$ cat src/design/tpsr_pkg.sv
package tpsr_pkg;

   // fixed field widths
   localparam int unsigned LENGTH_WIDTH = 4;
   localparam int unsigned BYTE_WIDTH   = 8;
   localparam int unsigned COORD_WIDTH  = 16;
   localparam int unsigned FLAGS_WIDTH  = 6;
   localparam int unsigned CSR_INDEX_WIDTH = 1;
   localparam int unsigned CSR_DATA_WIDTH  = 16;

   // packet and report constants
   localparam logic [LENGTH_WIDTH-1:0] MIN_PACKET_LENGTH = 4'd6;
   localparam logic [FLAGS_WIDTH-1:0]  FLAGS_BASE        = 6'h20;
   localparam int unsigned FLAG_PROX   = 0;
   localparam int unsigned FLAG_TIP    = 1;
   localparam int unsigned FLAG_SIDE   = 2;
   localparam int unsigned FLAG_ERASER = 3;

   // reset values
   localparam logic [COORD_WIDTH-1:0] MAX_Y_RESET          = 16'd10239;
   localparam logic [BYTE_WIDTH-1:0]  PRESSURE_FLOOR_RESET = 8'h80;
   localparam logic [BYTE_WIDTH-1:0]  HELD_PRESSURE_RESET  = 8'h80;

   // register indexes
   typedef enum logic [CSR_INDEX_WIDTH-1:0] {
      CSR_MAX_Y          = 1'b0,
      CSR_PRESSURE_FLOOR = 1'b1
   } csr_index_type;

   // packet kind in byte4 bits 7..6
   typedef enum logic [1:0] {
      KIND_TILT     = 2'd0,
      KIND_HEIGHT   = 2'd1,
      KIND_PRESSURE = 2'd2,
      KIND_NONE     = 2'd3
   } kind_type;

   typedef struct packed {
      logic [LENGTH_WIDTH-1:0] packet_length;
      logic [BYTE_WIDTH-1:0]   byte0;
      logic [BYTE_WIDTH-1:0]   byte1;
      logic [BYTE_WIDTH-1:0]   byte2;
      logic [BYTE_WIDTH-1:0]   byte3;
      logic [BYTE_WIDTH-1:0]   byte4;
      logic [BYTE_WIDTH-1:0]   byte5;
   } packet_type;

   typedef struct packed {
      logic                   packet_error;
      logic [COORD_WIDTH-1:0] pos_x;
      logic [COORD_WIDTH-1:0] pos_y;
      logic [BYTE_WIDTH-1:0]  pen_pressure;
      logic [BYTE_WIDTH-1:0]  tilt_x;
      logic [BYTE_WIDTH-1:0]  tilt_y;
      logic [FLAGS_WIDTH-1:0] report_flags;
   } report_type;

   typedef struct packed {
      logic [COORD_WIDTH-1:0] max_y;
      logic [BYTE_WIDTH-1:0]  pressure_floor;
   } cfg_type;

   typedef struct packed {
      logic [BYTE_WIDTH-1:0] tilt_x;
      logic [BYTE_WIDTH-1:0] tilt_y;
      logic [BYTE_WIDTH-1:0] pressure;
      logic                  pressure_enabled;
   } held_type;

endpackage

$ cat src/design/tpsr_req_if.sv
interface tpsr_req_if;
   logic       valid;
   logic       ready;
   logic [3:0] packet_length;
   logic [7:0] byte0;
   logic [7:0] byte1;
   logic [7:0] byte2;
   logic [7:0] byte3;
   logic [7:0] byte4;
   logic [7:0] byte5;

   modport source (output valid, packet_length, byte0, byte1, byte2, byte3, byte4, byte5,
                   input ready);
   modport sink   (input valid, packet_length, byte0, byte1, byte2, byte3, byte4, byte5,
                   output ready);
endinterface

$ cat src/design/tpsr_rsp_if.sv
interface tpsr_rsp_if;
   logic              valid;
   logic              ready;
   logic              packet_error;
   logic [15:0]       pos_x;
   logic [15:0]       pos_y;
   logic signed [7:0] pen_pressure;
   logic signed [7:0] tilt_x;
   logic signed [7:0] tilt_y;
   logic [5:0]        report_flags;

   modport source (output valid, packet_error, pos_x, pos_y, pen_pressure, tilt_x, tilt_y,
                   report_flags, input ready);
   modport sink   (input valid, packet_error, pos_x, pos_y, pen_pressure, tilt_x, tilt_y,
                   report_flags, output ready);
endinterface

$ cat src/design/tpsr_csr_if.sv
interface tpsr_csr_if;
   logic        valid;
   logic        ready;
   logic [0:0]  index;
   logic [15:0] data;

   modport source (output valid, index, data, input ready);
   modport sink   (input valid, index, data, output ready);
endinterface

$ cat src/design/tpsr_csr_regs.sv
module tpsr_csr_regs (
   input  logic               clock,
   input  logic               reset,
   tpsr_csr_if.sink           csr_chan,
   output tpsr_pkg::cfg_type  cfg
);

   tpsr_pkg::cfg_type cfg_ff;

   // writes are always taken
   assign csr_chan.ready = 1'b1;

   // register file
   always_ff @(posedge clock) begin
      if (reset) begin
         cfg_ff.max_y          <= tpsr_pkg::MAX_Y_RESET;
         cfg_ff.pressure_floor <= tpsr_pkg::PRESSURE_FLOOR_RESET;
      end else if (csr_chan.valid) begin
         case (tpsr_pkg::csr_index_type'(csr_chan.index))
            tpsr_pkg::CSR_MAX_Y: begin
               cfg_ff.max_y <= csr_chan.data;
            end
            tpsr_pkg::CSR_PRESSURE_FLOOR: begin
               cfg_ff.pressure_floor <= csr_chan.data[tpsr_pkg::BYTE_WIDTH-1:0];
            end
            default: begin
               cfg_ff <= cfg_ff;
            end
         endcase
      end
   end

   assign cfg = cfg_ff;

endmodule

$ cat src/design/tpsr_decode.sv
module tpsr_decode (
   input  tpsr_pkg::packet_type packet,
   input  tpsr_pkg::cfg_type    cfg,
   input  tpsr_pkg::held_type   held,
   output tpsr_pkg::report_type report,
   output tpsr_pkg::held_type   held_next
);

   logic                              prox;
   logic                              tip_sw;
   logic                              side_sw;
   logic                              eraser_sw;
   tpsr_pkg::kind_type                kind;
   logic [tpsr_pkg::BYTE_WIDTH-1:0]   pres;
   logic [tpsr_pkg::BYTE_WIDTH-1:0]   tx;
   logic [tpsr_pkg::BYTE_WIDTH-1:0]   ty;
   logic [tpsr_pkg::BYTE_WIDTH-1:0]   tilt2;
   logic [tpsr_pkg::FLAGS_WIDTH-1:0]  flags;
   logic [tpsr_pkg::COORD_WIDTH-1:0]  raw_y;

   assign prox      = packet.byte0[7];
   assign tip_sw    = packet.byte4[1];
   assign side_sw   = packet.byte4[2];
   assign eraser_sw = packet.byte4[3];
   assign kind      = tpsr_pkg::kind_type'(packet.byte4[7:6]);
   assign raw_y     = {1'b0, packet.byte0[6:0], packet.byte1};
   // 7-bit signed tilt doubled: low seven bits shifted up, bit 6 lands in the sign
   assign tilt2     = {packet.byte5[6:0], 1'b0};

   // pressure and tilt selection by packet kind
   always_comb begin
      tx        = held.tilt_x;
      ty        = held.tilt_y;
      pres      = held.pressure_enabled ? held.pressure : cfg.pressure_floor;
      held_next = held;
      case (kind)
         tpsr_pkg::KIND_PRESSURE: begin
            if (held.pressure_enabled) begin
               pres               = cfg.pressure_floor + {packet.byte4[0], packet.byte5[7:1]};
               held_next.pressure = pres;
            end
         end
         tpsr_pkg::KIND_HEIGHT: begin
            if (held.pressure_enabled && (packet.byte5 != '0)) begin
               pres               = cfg.pressure_floor;
               held_next.pressure = pres;
            end
         end
         tpsr_pkg::KIND_TILT: begin
            if (!packet.byte5[7]) begin
               tx               = tilt2;
               held_next.tilt_x = tx;
            end else begin
               ty               = -tilt2;
               held_next.tilt_y = ty;
            end
         end
         default: begin
            held_next = held;
         end
      endcase

      // out of proximity, side switch 1 toggles pressure reporting
      if (!prox && side_sw) begin
         held_next.pressure_enabled = !held.pressure_enabled;
      end

      // short packet leaves state alone
      if (packet.packet_length < tpsr_pkg::MIN_PACKET_LENGTH) begin
         held_next = held;
      end
   end

   // status flags
   always_comb begin
      flags = tpsr_pkg::FLAGS_BASE;
      if (prox) begin
         flags[tpsr_pkg::FLAG_PROX]   = 1'b1;
         flags[tpsr_pkg::FLAG_TIP]    = tip_sw && !held.pressure_enabled;
         flags[tpsr_pkg::FLAG_SIDE]   = side_sw;
         flags[tpsr_pkg::FLAG_ERASER] = eraser_sw;
      end
   end

   // report word
   always_comb begin
      if (packet.packet_length < tpsr_pkg::MIN_PACKET_LENGTH) begin
         report              = '0;
         report.packet_error = 1'b1;
      end else begin
         report.packet_error = 1'b0;
         report.pos_x        = {packet.byte2, packet.byte3};
         report.pos_y        = cfg.max_y - raw_y;
         report.pen_pressure = pres;
         report.tilt_x       = tx;
         report.tilt_y       = ty;
         report.report_flags = flags;
      end
   end

endmodule

$ cat src/design/tablet_packet_to_stylus_report_core.sv
// Path: a word accepted on req_chan is registered in the input stage, goes through
//    one pass of decode logic, and is registered in the result stage for rsp_chan.
// Throughput: one word per cycle unless rsp_chan stalls; both register stages
//    advance together; an empty input stage still fills while a report waits.
// Reset (synchronous, active high): clears both stage valids, loads max_y and
//    pressure_floor reset values, zeroes held tilts, held pressure to -128.
module tablet_packet_to_stylus_report_core (
   input  logic        clock,
   input  logic        reset,
   tpsr_req_if.sink    req_chan,
   tpsr_rsp_if.source  rsp_chan,
   tpsr_csr_if.sink    csr_chan
);

   tpsr_pkg::cfg_type    cfg;
   tpsr_pkg::packet_type packet_in;
   tpsr_pkg::packet_type packet_ff;
   logic                 stage_valid_ff;
   tpsr_pkg::report_type report_in;
   tpsr_pkg::report_type report_ff;
   logic                 rsp_valid_ff;
   tpsr_pkg::held_type   held_ff;
   tpsr_pkg::held_type   held_in;
   logic                 advance;
   logic                 req_ready;

   // configuration registers
   tpsr_csr_regs u_csr_regs (
      .clock    (clock),
      .reset    (reset),
      .csr_chan (csr_chan),
      .cfg      (cfg)
   );

   // handshake control
   assign advance   = stage_valid_ff && (!rsp_valid_ff || rsp_chan.ready);
   assign req_ready = !stage_valid_ff || advance;
   assign req_chan.ready = req_ready;

   assign packet_in.packet_length = req_chan.packet_length;
   assign packet_in.byte0         = req_chan.byte0;
   assign packet_in.byte1         = req_chan.byte1;
   assign packet_in.byte2         = req_chan.byte2;
   assign packet_in.byte3         = req_chan.byte3;
   assign packet_in.byte4         = req_chan.byte4;
   assign packet_in.byte5         = req_chan.byte5;

   // input stage
   always_ff @(posedge clock) begin
      if (reset) begin
         stage_valid_ff <= 1'b0;
      end else if (req_ready) begin
         stage_valid_ff <= req_chan.valid;
      end
   end

   always_ff @(posedge clock) begin
      if (req_ready && req_chan.valid) begin
         packet_ff <= packet_in;
      end
   end

   // decode pass
   tpsr_decode u_decode (
      .packet    (packet_ff),
      .cfg       (cfg),
      .held      (held_ff),
      .report    (report_in),
      .held_next (held_in)
   );

   // held tilts, pressure and enable
   always_ff @(posedge clock) begin
      if (reset) begin
         held_ff.tilt_x           <= '0;
         held_ff.tilt_y           <= '0;
         held_ff.pressure         <= tpsr_pkg::HELD_PRESSURE_RESET;
         held_ff.pressure_enabled <= 1'b1;
      end else if (advance) begin
         held_ff <= held_in;
      end
   end

   // result stage
   always_ff @(posedge clock) begin
      if (reset) begin
         rsp_valid_ff <= 1'b0;
      end else if (advance) begin
         rsp_valid_ff <= 1'b1;
      end else if (rsp_chan.ready) begin
         rsp_valid_ff <= 1'b0;
      end
   end

   always_ff @(posedge clock) begin
      if (advance) begin
         report_ff <= report_in;
      end
   end

   assign rsp_chan.valid        = rsp_valid_ff;
   assign rsp_chan.packet_error = report_ff.packet_error;
   assign rsp_chan.pos_x        = report_ff.pos_x;
   assign rsp_chan.pos_y        = report_ff.pos_y;
   assign rsp_chan.pen_pressure = report_ff.pen_pressure;
   assign rsp_chan.tilt_x       = report_ff.tilt_x;
   assign rsp_chan.tilt_y       = report_ff.tilt_y;
   assign rsp_chan.report_flags = report_ff.report_flags;

   // both stages full and output stalled: no new word may enter
   assert property (@(posedge clock) disable iff (reset)
      (stage_valid_ff && rsp_valid_ff && !rsp_chan.ready) |-> !req_ready)
      else $error("input accepted while pipeline is blocked");

   // an error report carries zero fields
   assert property (@(posedge clock) disable iff (reset)
      (rsp_valid_ff && report_ff.packet_error) |->
         (report_ff.pos_x == '0 && report_ff.pos_y == '0 && report_ff.pen_pressure == '0 &&
          report_ff.tilt_x == '0 && report_ff.tilt_y == '0 && report_ff.report_flags == '0))
      else $error("error report has nonzero fields");

   // a good report always has the base flag set
   assert property (@(posedge clock) disable iff (reset)
      (rsp_valid_ff && !report_ff.packet_error) |-> report_ff.report_flags[5])
      else $error("report missing base flag");

   // held state changes only when a word passes through decode
   assert property (@(posedge clock) disable iff (reset)
      !advance |=> $stable(held_ff))
      else $error("held state changed without a word");

endmodule
$ cat src/flat_wrapper.sv
// flat-port wrapper written by rule: the top's interface ports become plain ports
module tablet_packet_to_stylus_report_core_flat 
  (clock, reset, req_chan_valid, req_chan_packet_length, req_chan_byte0, req_chan_byte1, req_chan_byte2, req_chan_byte3, req_chan_byte4, req_chan_byte5, req_chan_ready, rsp_chan_valid, rsp_chan_packet_error, rsp_chan_pos_x, rsp_chan_pos_y, rsp_chan_pen_pressure, rsp_chan_tilt_x, rsp_chan_tilt_y, rsp_chan_report_flags, rsp_chan_ready, csr_chan_valid, csr_chan_index, csr_chan_data, csr_chan_ready);
  tpsr_req_if req_chan_i ();
  tpsr_rsp_if rsp_chan_i ();
  tpsr_csr_if csr_chan_i ();
  input  logic clock;
  input  logic reset;
  input wire logic [$bits(req_chan_i.valid)-1:0] req_chan_valid;
  input wire logic [$bits(req_chan_i.packet_length)-1:0] req_chan_packet_length;
  input wire logic [$bits(req_chan_i.byte0)-1:0] req_chan_byte0;
  input wire logic [$bits(req_chan_i.byte1)-1:0] req_chan_byte1;
  input wire logic [$bits(req_chan_i.byte2)-1:0] req_chan_byte2;
  input wire logic [$bits(req_chan_i.byte3)-1:0] req_chan_byte3;
  input wire logic [$bits(req_chan_i.byte4)-1:0] req_chan_byte4;
  input wire logic [$bits(req_chan_i.byte5)-1:0] req_chan_byte5;
  output wire logic [$bits(req_chan_i.ready)-1:0] req_chan_ready;
  output wire logic [$bits(rsp_chan_i.valid)-1:0] rsp_chan_valid;
  output wire logic [$bits(rsp_chan_i.packet_error)-1:0] rsp_chan_packet_error;
  output wire logic [$bits(rsp_chan_i.pos_x)-1:0] rsp_chan_pos_x;
  output wire logic [$bits(rsp_chan_i.pos_y)-1:0] rsp_chan_pos_y;
  output wire logic [$bits(rsp_chan_i.pen_pressure)-1:0] rsp_chan_pen_pressure;
  output wire logic [$bits(rsp_chan_i.tilt_x)-1:0] rsp_chan_tilt_x;
  output wire logic [$bits(rsp_chan_i.tilt_y)-1:0] rsp_chan_tilt_y;
  output wire logic [$bits(rsp_chan_i.report_flags)-1:0] rsp_chan_report_flags;
  input wire logic [$bits(rsp_chan_i.ready)-1:0] rsp_chan_ready;
  input wire logic [$bits(csr_chan_i.valid)-1:0] csr_chan_valid;
  input wire logic [$bits(csr_chan_i.index)-1:0] csr_chan_index;
  input wire logic [$bits(csr_chan_i.data)-1:0] csr_chan_data;
  output wire logic [$bits(csr_chan_i.ready)-1:0] csr_chan_ready;
  assign req_chan_i.valid = req_chan_valid;
  assign req_chan_i.packet_length = req_chan_packet_length;
  assign req_chan_i.byte0 = req_chan_byte0;
  assign req_chan_i.byte1 = req_chan_byte1;
  assign req_chan_i.byte2 = req_chan_byte2;
  assign req_chan_i.byte3 = req_chan_byte3;
  assign req_chan_i.byte4 = req_chan_byte4;
  assign req_chan_i.byte5 = req_chan_byte5;
  assign req_chan_ready = req_chan_i.ready;
  assign rsp_chan_valid = rsp_chan_i.valid;
  assign rsp_chan_packet_error = rsp_chan_i.packet_error;
  assign rsp_chan_pos_x = rsp_chan_i.pos_x;
  assign rsp_chan_pos_y = rsp_chan_i.pos_y;
  assign rsp_chan_pen_pressure = rsp_chan_i.pen_pressure;
  assign rsp_chan_tilt_x = rsp_chan_i.tilt_x;
  assign rsp_chan_tilt_y = rsp_chan_i.tilt_y;
  assign rsp_chan_report_flags = rsp_chan_i.report_flags;
  assign rsp_chan_i.ready = rsp_chan_ready;
  assign csr_chan_i.valid = csr_chan_valid;
  assign csr_chan_i.index = csr_chan_index;
  assign csr_chan_i.data = csr_chan_data;
  assign csr_chan_ready = csr_chan_i.ready;
  tablet_packet_to_stylus_report_core u_core (.clock(clock), .reset(reset), .req_chan(req_chan_i), .rsp_chan(rsp_chan_i), .csr_chan(csr_chan_i));
endmodule
$ cat config.mk
export PLATFORM = sky130hd
export DESIGN_NAME = tablet_packet_to_stylus_report_core_flat
export DESIGN_NICKNAME = d
export VERILOG_FILES = /design/src/design/tpsr_pkg.sv /design/src/design/tpsr_req_if.sv /design/src/design/tpsr_rsp_if.sv /design/src/design/tpsr_csr_if.sv /design/src/design/tpsr_csr_regs.sv /design/src/design/tpsr_decode.sv /design/src/design/tablet_packet_to_stylus_report_core.sv /design/src/flat_wrapper.sv
export SDC_FILE = /design/constraint.sdc
export NUM_CORES = 1
export LEC_CHECK = 0
export ABC_AREA = 1
export BUFFER_PORTS_ARGS = -buffer_cell sky130_fd_sc_hd__buf_4
export CAP_MARGIN = 30
export CORE_MARGIN = 1
export CORE_UTILIZATION = 45
export DETAILED_ROUTE_END_ITERATION = 8
export GPL_ROUTABILITY_DRIVEN = 1
export PLACE_DENSITY = 0.77
export SLEW_MARGIN = 10
export SYNTH_ARGS = -nofsm -noshare
export SYNTH_HDL_FRONTEND = slang
export SYNTH_SLANG_ARGS = --single-unit
$ cat constraint.sdc
create_clock -name clock -period 4 [get_ports clock]
set_input_delay 0.2 -clock clock [delete_from_list [all_inputs] [get_ports clock]]
set_output_delay 0.2 -clock clock [all_outputs]
set_load 0.03 [all_outputs]
Word-level counts from Yosys, hierarchy flattened
Index checks and enable logic that the tools add are counted.

word-level totals
  bits in read-only memories = 0
  bits in latches = 0
  flip-flop bits (word level) = 166
  memory bits (writable) = 0
  memories = 0
  word-level logic and storage cells = 71

operators by class
  muxes and demuxes = 15
  $mul = 0
  bitwise operators = 3
  $add $sub $neg = 3
  shift operators = 0
  reductions and logical operators = 21
  divide/modulo/power cells = 0
  equality and inequality tests = 4
  order comparisons = 1

operators by type and width
  cell                                                                      count
  8-bit 2-to-1 mux                                                          9
  63-bit 2-to-1 mux                                                         1
  8-bit one-hot mux with 2 select lines                                     2
  16-bit by 15-bit subtractor with 16-bit output                            1
  8-bit adder                                                               1
  8-bit negation                                                            1
  8-bit nonzero test                                                        1
  3-bit AND reduction                                                       2
  1-bit logical AND                                                         5
  5-bit AND reduction                                                       1
  1-bit zero test                                                           4
  4-bit by 3-bit < comparator with 1-bit output (second input constant)     1
  4-bit 2-to-1 mux                                                          1
  2-bit AND reduction                                                       2
  2-bit nonzero test                                                        2
  1-bit NOT                                                                 3
  2-bit by 1-bit == test with 1-bit output (second input constant)          1
  2-bit == test (second input constant)                                     1
  2-bit zero test                                                           1
  1-bit logical OR                                                          2
  1-bit 2-to-1 mux                                                          2
  2-bit by 1-bit inequality test with 1-bit output (second input constant)  1
  2-bit inequality test (second input constant)                             1
  2-bit OR reduction                                                        1

Depth between registers and ports, before layout
Gate-level depths: netlist of the first run.

  word-level depth = 5
  mapped depth = 12
  mapped depth without buffers = 12

By module
A second synthesis of the first run with hierarchy kept.

second synthesis, totals
  cells, all modules = 971
  area, all modules = 8479.4 um^2

modules (own cells, without submodules)
  module                               cells an instance  area each (um^2)  times used
  tablet_packet_to_stylus_report_core  287                4807.1            1
  tpsr_decode                          565                2767.7            1
  tpsr_csr_regs                        119                904.6             1

Worst setup path before layout of the first run
No wires, ideal clock.

  path kind = reg-to-reg
  start = reg u_core.rsp_valid_ff, in the netlist u_core.rsp_chan.valid
  end = reg u_core.report_ff, in the netlist u_core.rsp_chan.packet_error, enable pin
  buffers on the path = 0
  slack = 1.737 ns
  arrival time = 1.847 ns
  period minus slack after synthesis = 2.263 ns
  stages on the path, launching flop included = 4
  cell sequence = dfxtp_1 nand2_2 nand2_4 inv_1

on the way
  longest elaborated chain between the ends = 3

ends and longest elaborated chain
  element                   line                                       source
  start: declaration        tablet_packet_to_stylus_report_core.sv:21  logic rsp_valid_ff;
  start signal: assignment  tablet_packet_to_stylus_report_core.sv:87  rsp_valid_ff <= 1'b0;
  start signal: assignment  tablet_packet_to_stylus_report_core.sv:89  rsp_valid_ff <= 1'b1;
  start signal: assignment  tablet_packet_to_stylus_report_core.sv:91  rsp_valid_ff <= 1'b0;
  1-bit zero test           tablet_packet_to_stylus_report_core.sv:36  assign advance = stage_valid_ff && (!rsp_valid_ff || rsp_chan.ready);
  1-bit logical OR          tablet_packet_to_stylus_report_core.sv:36
  1-bit logical AND         tablet_packet_to_stylus_report_core.sv:36
  named net u_core.advance  tablet_packet_to_stylus_report_core.sv:24  logic advance;
  end signal: assignment    tablet_packet_to_stylus_report_core.sv:97  report_ff <= report_in;
  end: declaration          tablet_packet_to_stylus_report_core.sv:20  tpsr_pkg::report_type report_ff;

The timed path passes the listed nets, and every way through them passes these cells.
A chain may end at the register's enable or synchronous reset.

Final worst setup path of the first run
  start = reg u_core.packet_ff[15] (netlist bit)
  end = reg u_core.held_ff[6] (netlist bit)

on the way
  longest elaborated chain between the ends = 3
  elaborated cells on any way between the ends = 7
  classes of those cells = eq/ne (4); mux (1); reduce/logical (2)

ends and longest elaborated chain
  element                                                                                   line                                       source
  start: declaration                                                                        tablet_packet_to_stylus_report_core.sv:17  tpsr_pkg::packet_type packet_ff;
  start signal: assignment                                                                  tablet_packet_to_stylus_report_core.sv:59  packet_ff <= packet_in;
  2-bit == test or 2-bit by 1-bit == test with 1-bit output (tied branches)                 tpsr_decode.sv:36                          case (kind)
  2-bit by 1-bit inequality test with 1-bit output (no line), or another cell as far along  -
  5-bit AND reduction (no line)                                                             -
  end signal: assignment                                                                    tablet_packet_to_stylus_report_core.sv:80  held_ff <= held_in;
  end: declaration                                                                          tablet_packet_to_stylus_report_core.sv:22  tpsr_pkg::held_type held_ff;

Parallel ways exist; a longest one is shown, timed or not.

==> results of run 1 <==
[power by group]
part	switching, W	internal, W
Combinational	0.000395	0.000262
Sequential	0.0000412	0.00190
Clock	0.000724	0.000824
Total	0.00116	0.00298
[worst max-delay path by stage]
stage | end | depth (start not counted) | slack (ns) | startpoint
floorplan | u_core.rsp_chan.packet_error$_DFFE_PP_ | 3 | 1.74 | u_core.rsp_chan.valid$_SDFFE_PP0P_
global placement | u_core.held_ff[7]$_SDFFE_PP0P_ | 8 | 1.93 | u_core.packet_ff[15]$_DFFE_PP_
detailed placement | u_core.held_ff[6]$_SDFFE_PP0P_ | 8 | 1.85 | u_core.packet_ff[15]$_DFFE_PP_
CTS | u_core.held_ff[6]$_SDFFE_PP0P_ | 8 | 1.83 | u_core.packet_ff[15]$_DFFE_PP_
global route | u_core.held_ff[23]$_SDFFE_PP0P_ | 10 | 1.64 | u_core.packet_ff[49]$_DFFE_PP_
finish | u_core.held_ff[6]$_SDFFE_PP0P_ | 8 | 1.82 | u_core.packet_ff[15]$_DFFE_PP_
[layer usage]
metal	GRT usage, %	share of wire, %
met4	8.37	1.9
met1	27.8	43
met3	4.63	6.2
met5	0	0
met2	34.7	49
[state kept, by name, summed over array words and instances, names as in the netlist]
register                      count
u_core.stage_valid_ff             1
u_core.rsp_chan.pos_x            16
u_core.rsp_chan.valid             1
u_core.packet_ff                 49
u_core.held_ff                   25
u_core.rsp_chan.pen_pressure      8
u_core.rsp_chan.tilt_x            8
u_core.rsp_chan.report_flags      5
u_core.u_csr_regs.cfg            24
u_core.rsp_chan.pos_y            16
u_core.rsp_chan.packet_error      1
u_core.rsp_chan.tilt_y            8
[worst max-delay path: cells and delay by family (launching register included)]
family / cells / cell delay (ns)
simple gates: 2 / 0.23
fa+ha+maj: 1 / 0.61
compound gates: 3 / 0.52
buf+inv: 2 / 0.29
flops: 1 / 0.39
[cell families after synthesis]
family	Yosys count	synth area share [%]
compound gates	143	10.7
xor+xnor	6	0.700
fa+ha+maj	28	4.87
buf+inv	125	6.92
flops	162	58.0
other cells	2	0.100
simple gates	322	18.7
[final cells by class]
cell class | instances | area share, %
clock buffers | 17 | 4.30
clock inverters | 15 | 1.44
inverters | 101 | 3.96
multi-input cells | 501 | 26.6
flip-flops and latches | 162 | 44.0
well taps | 216 | 2.73
repair buffers | 202 | 17.0
[metrics by stage]
step / cell area (sq um) / utilization, % / std cells / setup slack (ns) / hold slack [ns]
2_1_floorplan: 7500 / - / 788 / 1.74 / 0.277
3_3_place_gp: 8680 / 54.1 / 1118 / 1.93 / 0.378
3_5_place_dp: 8700 / 54.2 / 1119 / 1.85 / 0.379
4_1_cts: 9900 / 61.7 / 1214 / 1.83 / 0.00740
5_1_grt: 9900 / 61.7 / 1214 / 1.64 / 0.0352
6_report: 9900 / 61.7 / 1214 / 1.82 / 0.0120
[cells in the final DEF, fill, tap and decap left out, types with 2 or more instances in the layout]
| cell | Yosys | final |
|---|---|---|
| clkbuf_16 | 0 | 17 |
| xnor2_1 | 3 | 3 |
| nand2_1 | 143 | 143 |
| inv_2 | 6 | 8 |
| xor2_1 | 3 | 3 |
| dfxtp_1 | 51 | 51 |
| nand2_4 | 3 | 3 |
| o21ai_2 | 5 | 5 |
| nand4_1 | 2 | 2 |
| inv_1 | 93 | 91 |
| edfxtp_1 | 111 | 111 |
| o22ai_1 | 2 | 2 |
| ha_1 | 26 | 26 |
| o21ai_0 | 49 | 49 |
| a21o_1 | 3 | 3 |
| or2_2 | 2 | 2 |
| nor2_8 | 2 | 2 |
| nand2_2 | 2 | 2 |
| nor2_2 | 2 | 2 |
| inv_6 | 1 | 5 |
| fa_1 | 2 | 2 |
| clkinvlp_4 | 0 | 2 |
| nand3b_1 | 3 | 3 |
| inv_8 | 1 | 5 |
| nor3_1 | 5 | 5 |
| a21oi_2 | 3 | 3 |
| nor2_4 | 3 | 3 |
| a22oi_1 | 5 | 5 |
| nand3_1 | 49 | 49 |
| nor2_1 | 104 | 104 |
| buf_4 | 2 | 138 |
| o211ai_1 | 5 | 5 |
| dlygate4sd3_1 | 0 | 63 |
| conb_1 | 2 | 2 |
| a21oi_1 | 64 | 64 |
| clkinv_4 | 0 | 3 |
==> run summary, run 1 <==
FLOORPLANNING
--------------------------------------------------------------------------------------
Io pins .................................................................          140
Die Ht ..................................................................       131 um
Floorplan die width .....................................................       131 um
DIE AREA ................................................................ 0.0172 sq mm
Number of standard-cell rows in the floorplan ...........................           46
Starting density of the core ............................................        46.7%
Standard cell core area ................................................. 0.0161 sq mm

WORST SETUP PATH
--------------------------------------------------------------------------------------
Start of the worst register-to-register path ............................ u_core.packet_ff[15]$_DFFE_PP_
Critical-path cell with the highest stage delay .........................         ha_1
Crit. End Element .......................................................     register
Slowest Stage Delay on Critical Path ....................................      0.61 ns
WP data required ........................................................      4.32 ns
Worst R2R Path Depth ....................................................            8
Worst-case register-to-register setup slack .............................      1.82 ns
Launching element type of the critical path .............................     register
Crit path cell chain .................................................... inv_1 > ha_1 > inv_2 > o21a_4 > nor2_8 > nand2_8 > a21oi_1 > a21oi_2
Startpoint-to-endpoint class of the critical path .......................   reg -> reg
Max Fanout on Critical Path .............................................           16
Arrival time at the worst endpoint ......................................      2.51 ns
Endpoint of the lowest-slack register-to-register path .................. u_core.held_ff[6]$_SDFFE_PP0P_

DRT
--------------------------------------------------------------------------------------
Final wirelength ........................................................     17800 um
Remaining routing DRC violations ........................................            0
WL per Instance .........................................................      14.7 um
Violation count after the first detailed-routing iteration ..............          439
Number of detailed-route iterations in the first pass ...................            5
Post-DR vias/cell .......................................................         5.03
Remaining number of nets flagged by the antenna check after routing .....            0
Via count ...............................................................         6101

STA
--------------------------------------------------------------------------------------
Fin Clk Skew ............................................................    0.0100 ns
Final Hold Viols ........................................................            0
Worst slew margin relative to its limit .................................        39.6%
Setup Viol. Count Final .................................................            0
Highest attainable clock frequency ......................................      458 MHz
Share of the clock period used by the worst path ........................        54.6%
Min cycle time layout ...................................................      2.18 ns
Max-slew violation count ................................................            0
Total negative setup slack ..............................................         0 ns
Worst-margin pin slew ...................................................     0.905 ns
Unrepaired setup endpoints after global routing .........................           no

LOGIC SYNTHESIS
--------------------------------------------------------------------------------------
Yosys top cell by area ..................................................     edfxtp_1
Count of flip-flops with a built-in enable after synthesis ..............          111
Main area contributors after synthesis .................................. edfxtp_1, dfxtp_1, nand2_1
Async set-or-reset flop fraction in the synthesized netlist .............           0%
Mean Syn Cell Area ......................................................   9.52 sq um
Cells after synthesis ...................................................          788
Sequential share of the synthesized area ................................        58.0%
Syn nets ................................................................          890
Synth Register Bits .....................................................          162
Most frequent cells after synthesis ..................................... nand2_1, edfxtp_1, nor2_1
Primary FF master, synth ................................................     edfxtp_1
Area share of the largest cell type after synthesis .....................        44.4%
Count of distinct cell types in the synthesized netlist .................           45
Cell area after synthesis ............................................... 0.00750 sq mm
Number of synthesis warnings ............................................            0
Most frequently used cell type in the post-synthesis netlist ............      nand2_1

CELLS AND AREA
--------------------------------------------------------------------------------------
Share of layout cells above drive strength 1 ............................        20.5%
Net count, final ........................................................         1087
Fill cell total of the finished layout ..................................         1294
Diodes inserted .........................................................            0
Area added between synthesis and finish .................................        31.9%
Area taken by multi-input logic gates ................................... 0.00263 sq mm
Register Area ........................................................... 0.00435 sq mm

WORST HOLD PATH
--------------------------------------------------------------------------------------
Hold WC Path Type .......................................................    in -> reg
Worst hold path cell count ..............................................            3
Hold-critical path endpoint ............................................. u_core.u_csr_regs.cfg[22]$_SDFFE_PP0P_
Startpoint of the tightest hold check path .............................. csr_chan_data[14]

PLACE
--------------------------------------------------------------------------------------
Half-perimeter wire length of the detailed placement result .............     12000 um
Number of input and output port buffers inserted ........................          134
Final Wtd Congestion ....................................................        0.881

POWER AND IR DROP
--------------------------------------------------------------------------------------
Static Leakage ..........................................................      4.40 nW
Power density cells .....................................................  418 mW/mm^2
Final Power .............................................................    0.00414 W
Highest ir drop seen on vdd .............................................       314 uV

CLOCKING
--------------------------------------------------------------------------------------
Latest clock arrival within the worst-skew pair .........................      0.43 ns
TritonCTS clock tree ....................................................         done
Post-CTS sizing .........................................................            0
Number of buffers on the longest clock path .............................            2
Number of H-tree levels .................................................            4
Root Buffer Master ......................................................    clkbuf_16
Total CTS buffers .......................................................           17
Hold-fix buffer count after cts .........................................           63
Number of clock sinks seen by CTS .......................................          162
Clock slew at the register clock pins of the worst setup and hold paths .      0.07 ns
Setup Fix Bufs, Post-CTS ................................................            0

GRT
--------------------------------------------------------------------------------------
Number of global-route vias before repair ...............................         5886
All-Layer GR Usage ......................................................        21.4%
Wire length of the first global-routing pass ............................     28800 um
Number of antenna violations at the first check in global routing .......            0
Grt ovf .................................................................            0
Pin count of the biggest net entering global routing ....................           40

STATUS
--------------------------------------------------------------------------------------
Status .................................................................. finished, final reports clean

FLOW RUN
--------------------------------------------------------------------------------------
Maxcap violations .......................................................            0

Power figures use the tool's default switching activity.
==> run 2, diff against run 1 <==
--- a/config.mk
+++ b/config.mk
@@ -5,14 +5,14 @@
 export SDC_FILE = /design/constraint.sdc
 export NUM_CORES = 1
 export LEC_CHECK = 0
-export ABC_AREA = 1
+export ABC_AREA = 0
 export BUFFER_PORTS_ARGS = -buffer_cell sky130_fd_sc_hd__buf_4
 export CAP_MARGIN = 30
 export CORE_MARGIN = 1
 export CORE_UTILIZATION = 45
 export DETAILED_ROUTE_END_ITERATION = 8
 export GPL_ROUTABILITY_DRIVEN = 1
-export PLACE_DENSITY = 0.77
+export PLACE_DENSITY = 0.8
 export SLEW_MARGIN = 10
 export SYNTH_ARGS = -nofsm -noshare
 export SYNTH_HDL_FRONTEND = slang
==> constraint.sdc (replaced) <==
create_clock -name clock -period 1.8 [get_ports clock]
set_input_delay 0.09 -clock clock [delete_from_list [all_inputs] [get_ports clock]]
set_output_delay 0.09 -clock clock [all_outputs]
set_load 0.03 [all_outputs]
==> run 2 against run 1 <==
  * The flow now finishes with violations (setup timing)
  * Via count grew 1.6%
  * Worst setup slack lost 2.2 ns
  * Synthesized cell count shrank 16%
  * First-iteration DRC count shrank 15%
  * Area after synthesis shrank 2.1%
  * Wire length grew 13%
  * Register-to-register slack lost 2.2 ns
  * Highest routed layer unchanged
==> run summary, run 2 <==
PLACE
--------------------------------------------------------------------------------------
Final Wtd Congestion ....................................................        0.880
Minimum setup slack after placement .....................................    -0.363 ns
Half-perimeter wire length of the detailed placement result .............     12500 um
Number of input and output port buffers inserted ........................          134
Placed Cells incl. Taps .................................................         1058

STA
--------------------------------------------------------------------------------------
Final worst setup slack .................................................    -0.410 ns
Min cycle time layout ...................................................      2.21 ns
Share of the clock period used by the worst path ........................         123%
Setup Viol. Count Final .................................................           31
Max-slew violation count ................................................            0
Unrepaired setup endpoints after global routing .........................          yes
Fin Clk Skew ............................................................    0.0115 ns
Final Hold Viols ........................................................            0
Highest attainable clock frequency ......................................      452 MHz
Min Hold Slack ..........................................................     0.364 ns

GRT
--------------------------------------------------------------------------------------
Number of antenna violations at the first check in global routing .......            0
Wire length of the first global-routing pass ............................     30700 um
All-Layer GR Usage ......................................................        24.5%
Grt ovf .................................................................            0
Pin count of the biggest net entering global routing ....................           38
Number of global-route vias before repair ...............................         6087

LOGIC SYNTHESIS
--------------------------------------------------------------------------------------
Count of flip-flops with a built-in enable after synthesis ..............          111
Synth Register Bits .....................................................          162
Most frequently used cell type in the post-synthesis netlist ............     edfxtp_1
Sequential share of the synthesized area ................................        59.2%
Primary FF master, synth ................................................     edfxtp_1
Cells after synthesis ...................................................          663
Most frequent cells after synthesis ..................................... edfxtp_1, nand2_1, a21oi_1
Mean Syn Cell Area ......................................................   11.1 sq um
Main area contributors after synthesis .................................. edfxtp_1, dfxtp_1, nand2_1
Area share of the largest cell type after synthesis .....................        45.3%
Async set-or-reset flop fraction in the synthesized netlist .............           0%
Cell area after synthesis ............................................... 0.00735 sq mm
Yosys top cell by area ..................................................     edfxtp_1
Syn nets ................................................................          765
Number of synthesis warnings ............................................            0
Count of distinct cell types in the synthesized netlist .................           57

CELLS AND AREA
--------------------------------------------------------------------------------------
Non-filler cells, final .................................................         1177
Area added between synthesis and finish .................................        49.1%
Fill cell total of the finished layout ..................................         1087
Area taken by multi-input logic gates ................................... 0.00311 sq mm
Register with the highest flop count .................................... u_core.packet_ff
Register Area ........................................................... 0.00436 sq mm
Diodes inserted .........................................................            0
Net count, final ........................................................         1050
Max reg flops ...........................................................           49
Final design utilization ................................................        68.7%
Most common cell after layout, fill and taps aside ......................        buf_4
Share of layout cells above drive strength 1 ............................        34.2%
Most used cells in the layout excluding fill and tap cells .............. buf_4, edfxtp_1, nand2_1, dlygate4sd3_1, dfxtp_1

POWER AND IR DROP
--------------------------------------------------------------------------------------
Static Leakage ..........................................................      4.50 nW
Net Sw Power ............................................................    0.00260 W
Final Power .............................................................    0.00985 W
Highest ir drop seen on vdd .............................................       786 uV
Power density cells .....................................................  899 mW/mm^2
Fraction of power consumed by the clock network .........................        38.9%
Comb power frac .........................................................        17.6%
Total internal power ....................................................    0.00725 W
Switching share of total power ..........................................        26.4%
Part of the power in registers ..........................................        43.5%

FLOORPLANNING
--------------------------------------------------------------------------------------
Number of standard-cell rows in the floorplan ...........................           46
DIE AREA ................................................................ 0.0169 sq mm
Io pins .................................................................          140
Starting density of the core ............................................        46.1%
Floorplan die width .....................................................       130 um
Die Ht ..................................................................       130 um
Standard cell core area ................................................. 0.0159 sq mm

WORST HOLD PATH
--------------------------------------------------------------------------------------
Hold WC Path Type .......................................................    in -> reg

WORST SETUP PATH
--------------------------------------------------------------------------------------
Startpoint-to-endpoint class of the critical path .......................   reg -> reg
Slowest Stage Delay on Critical Path ....................................      0.38 ns
CP top delay family ..................................................... compound AO/OA/AOI/OAI gates
Crit path cell chain .................................................... ha_2 > fa_2 > nor2b_4 > o21ai_2 > a21boi_2 > o311a_1 > buf_4 > a21oi_2 > mux2i_1
Critical-path cell with the highest stage delay .........................     edfxtp_1
Launching element type of the critical path .............................     register
Crit. End Element .......................................................     register
Arrival time at the worst endpoint ......................................      2.40 ns
Max Fanout on Critical Path .............................................            4
Buffers and inverters on the worst path .................................            1
WP data required ........................................................      1.99 ns

CLOCKING
--------------------------------------------------------------------------------------
Root Buffer Master ......................................................    clkbuf_16
Number of clock sinks seen by CTS .......................................          162
Total CTS buffers .......................................................           17
Latest clock arrival within the worst-skew pair .........................      0.44 ns
Number of buffers on the longest clock path .............................            2
Clock slew at the register clock pins of the worst setup and hold paths .      0.07 ns
TritonCTS clock tree ....................................................         done
Number of H-tree levels .................................................            4

DRT
--------------------------------------------------------------------------------------
Remaining number of nets flagged by the antenna check after routing .....            0
WL per Instance .........................................................      17.0 um
Number of detailed-route iterations in the first pass ...................            5
Remaining routing DRC violations ........................................            0
Via count ...............................................................         6199
Final wirelength ........................................................     20000 um
Violation count after the first detailed-routing iteration ..............          371
Post-DR vias/cell .......................................................         5.27

STATUS
--------------------------------------------------------------------------------------
Failing checks .......................................................... setup timing
Status .................................................................. finished, violations left

FLOW RUN
--------------------------------------------------------------------------------------
Maxcap violations .......................................................            0

run 2: changes by cell type after synthesis, moves of 8 or more:
cell      change
nor2_1       -73
inv_1        -64
nand2_1      -51
o21ai_0      -26
mux2i_1      +24
and2_1       +22
nand3_1      -22
and3_1       +16
nor2b_1      +14
a21oi_1       -9
clkbuf_1      +8
nand2b_1      +8
run 2: kinds of logic after synthesis:
kind of cell    count (synthesis)  share of synthesized area [%]
fa+ha+maj                      28                           4.97
xor+xnor                       15                           1.79
buf+inv                        61                           3.35
other cells                     2                          0.102
flops                         162                           59.2
simple gates                  231                           15.2
compound gates                139                           11.9
mux                            25                           3.42
run 2: worst paths after layout:
kind                                   startpoint                                       to  slack (ns)  depth (start not counted)
setup / recovery   u_core.packet_ff[32]$_DFFE_PP_  u_core.rsp_chan.pos_y[10]$_SDFFCE_PP0P_       -0.41                          9
hold / removal                  req_chan_byte0[7]           u_core.packet_ff[47]$_DFFE_PP_        0.36                          2
setup reg to reg   u_core.packet_ff[32]$_DFFE_PP_  u_core.rsp_chan.pos_y[10]$_SDFFCE_PP0P_       -0.41                          9
hold reg to reg   u_core.held_ff[19]$_SDFFE_PP0P_          u_core.held_ff[19]$_SDFFE_PP0P_        0.46                          2
run 2: timing repair:
item,in CTS,in global routing
setup endpoints to repair,24,32
resized for setup,33,38
hold buffers,70,0
hold endpoints to repair,76,0
pin swaps,21,17
buffers inserted,10,8
run 2: power by group through the flow:
stage          combinational (W)  clock (W)  sequential, W
2_1_floorplan           0.000671          0        0.00452
3_3_place_gp             0.00141          0        0.00435
3_5_place_dp             0.00144          0        0.00436
4_1_cts                  0.00164    0.00386        0.00428
5_1_grt                  0.00186    0.00403        0.00430
6_report                 0.00173    0.00383        0.00429
run 2: per-stage QoR:
stage	cell area (sq um)	setup TNS, ns
floorplan	7470	-7.02
global placement	9220	-3.73
detailed placement	9220	-4.54
CTS	10700	-4.86
global route	11000	-10.73
finish	11000	-8.02
run 2: area by class of cell:
class                      instances  share of cell area (%)
inverter                          30                    1.03
tap                              216                    2.47
sequential                       162                    39.8
timing repair buffer             297                    22.7
clock inverter                    15                    1.79
clock buffer                      17                    3.88
multi-input combinational        440                    28.4
run 2: worst reg2reg max path, delay by kind of cell, from the launching register on:
kind,cells,cell delay [ns]
multiplexers,1,0.11
buffers and inverters,1,0.14
flip-flops,1,0.38
AO/OA/AOI/OAI,4,0.62
AND/OR/NAND/NOR,1,0.14
adder cells (fa/ha/maj),2,0.57
run 2: routing by layer:
layer / global-route usage (%) / wire [um]
met5: 0 / 0
met4: 8.62 / 419
met3: 7.30 / 1470
met2: 42.9 / 10000
met1: 28.6 / 8110
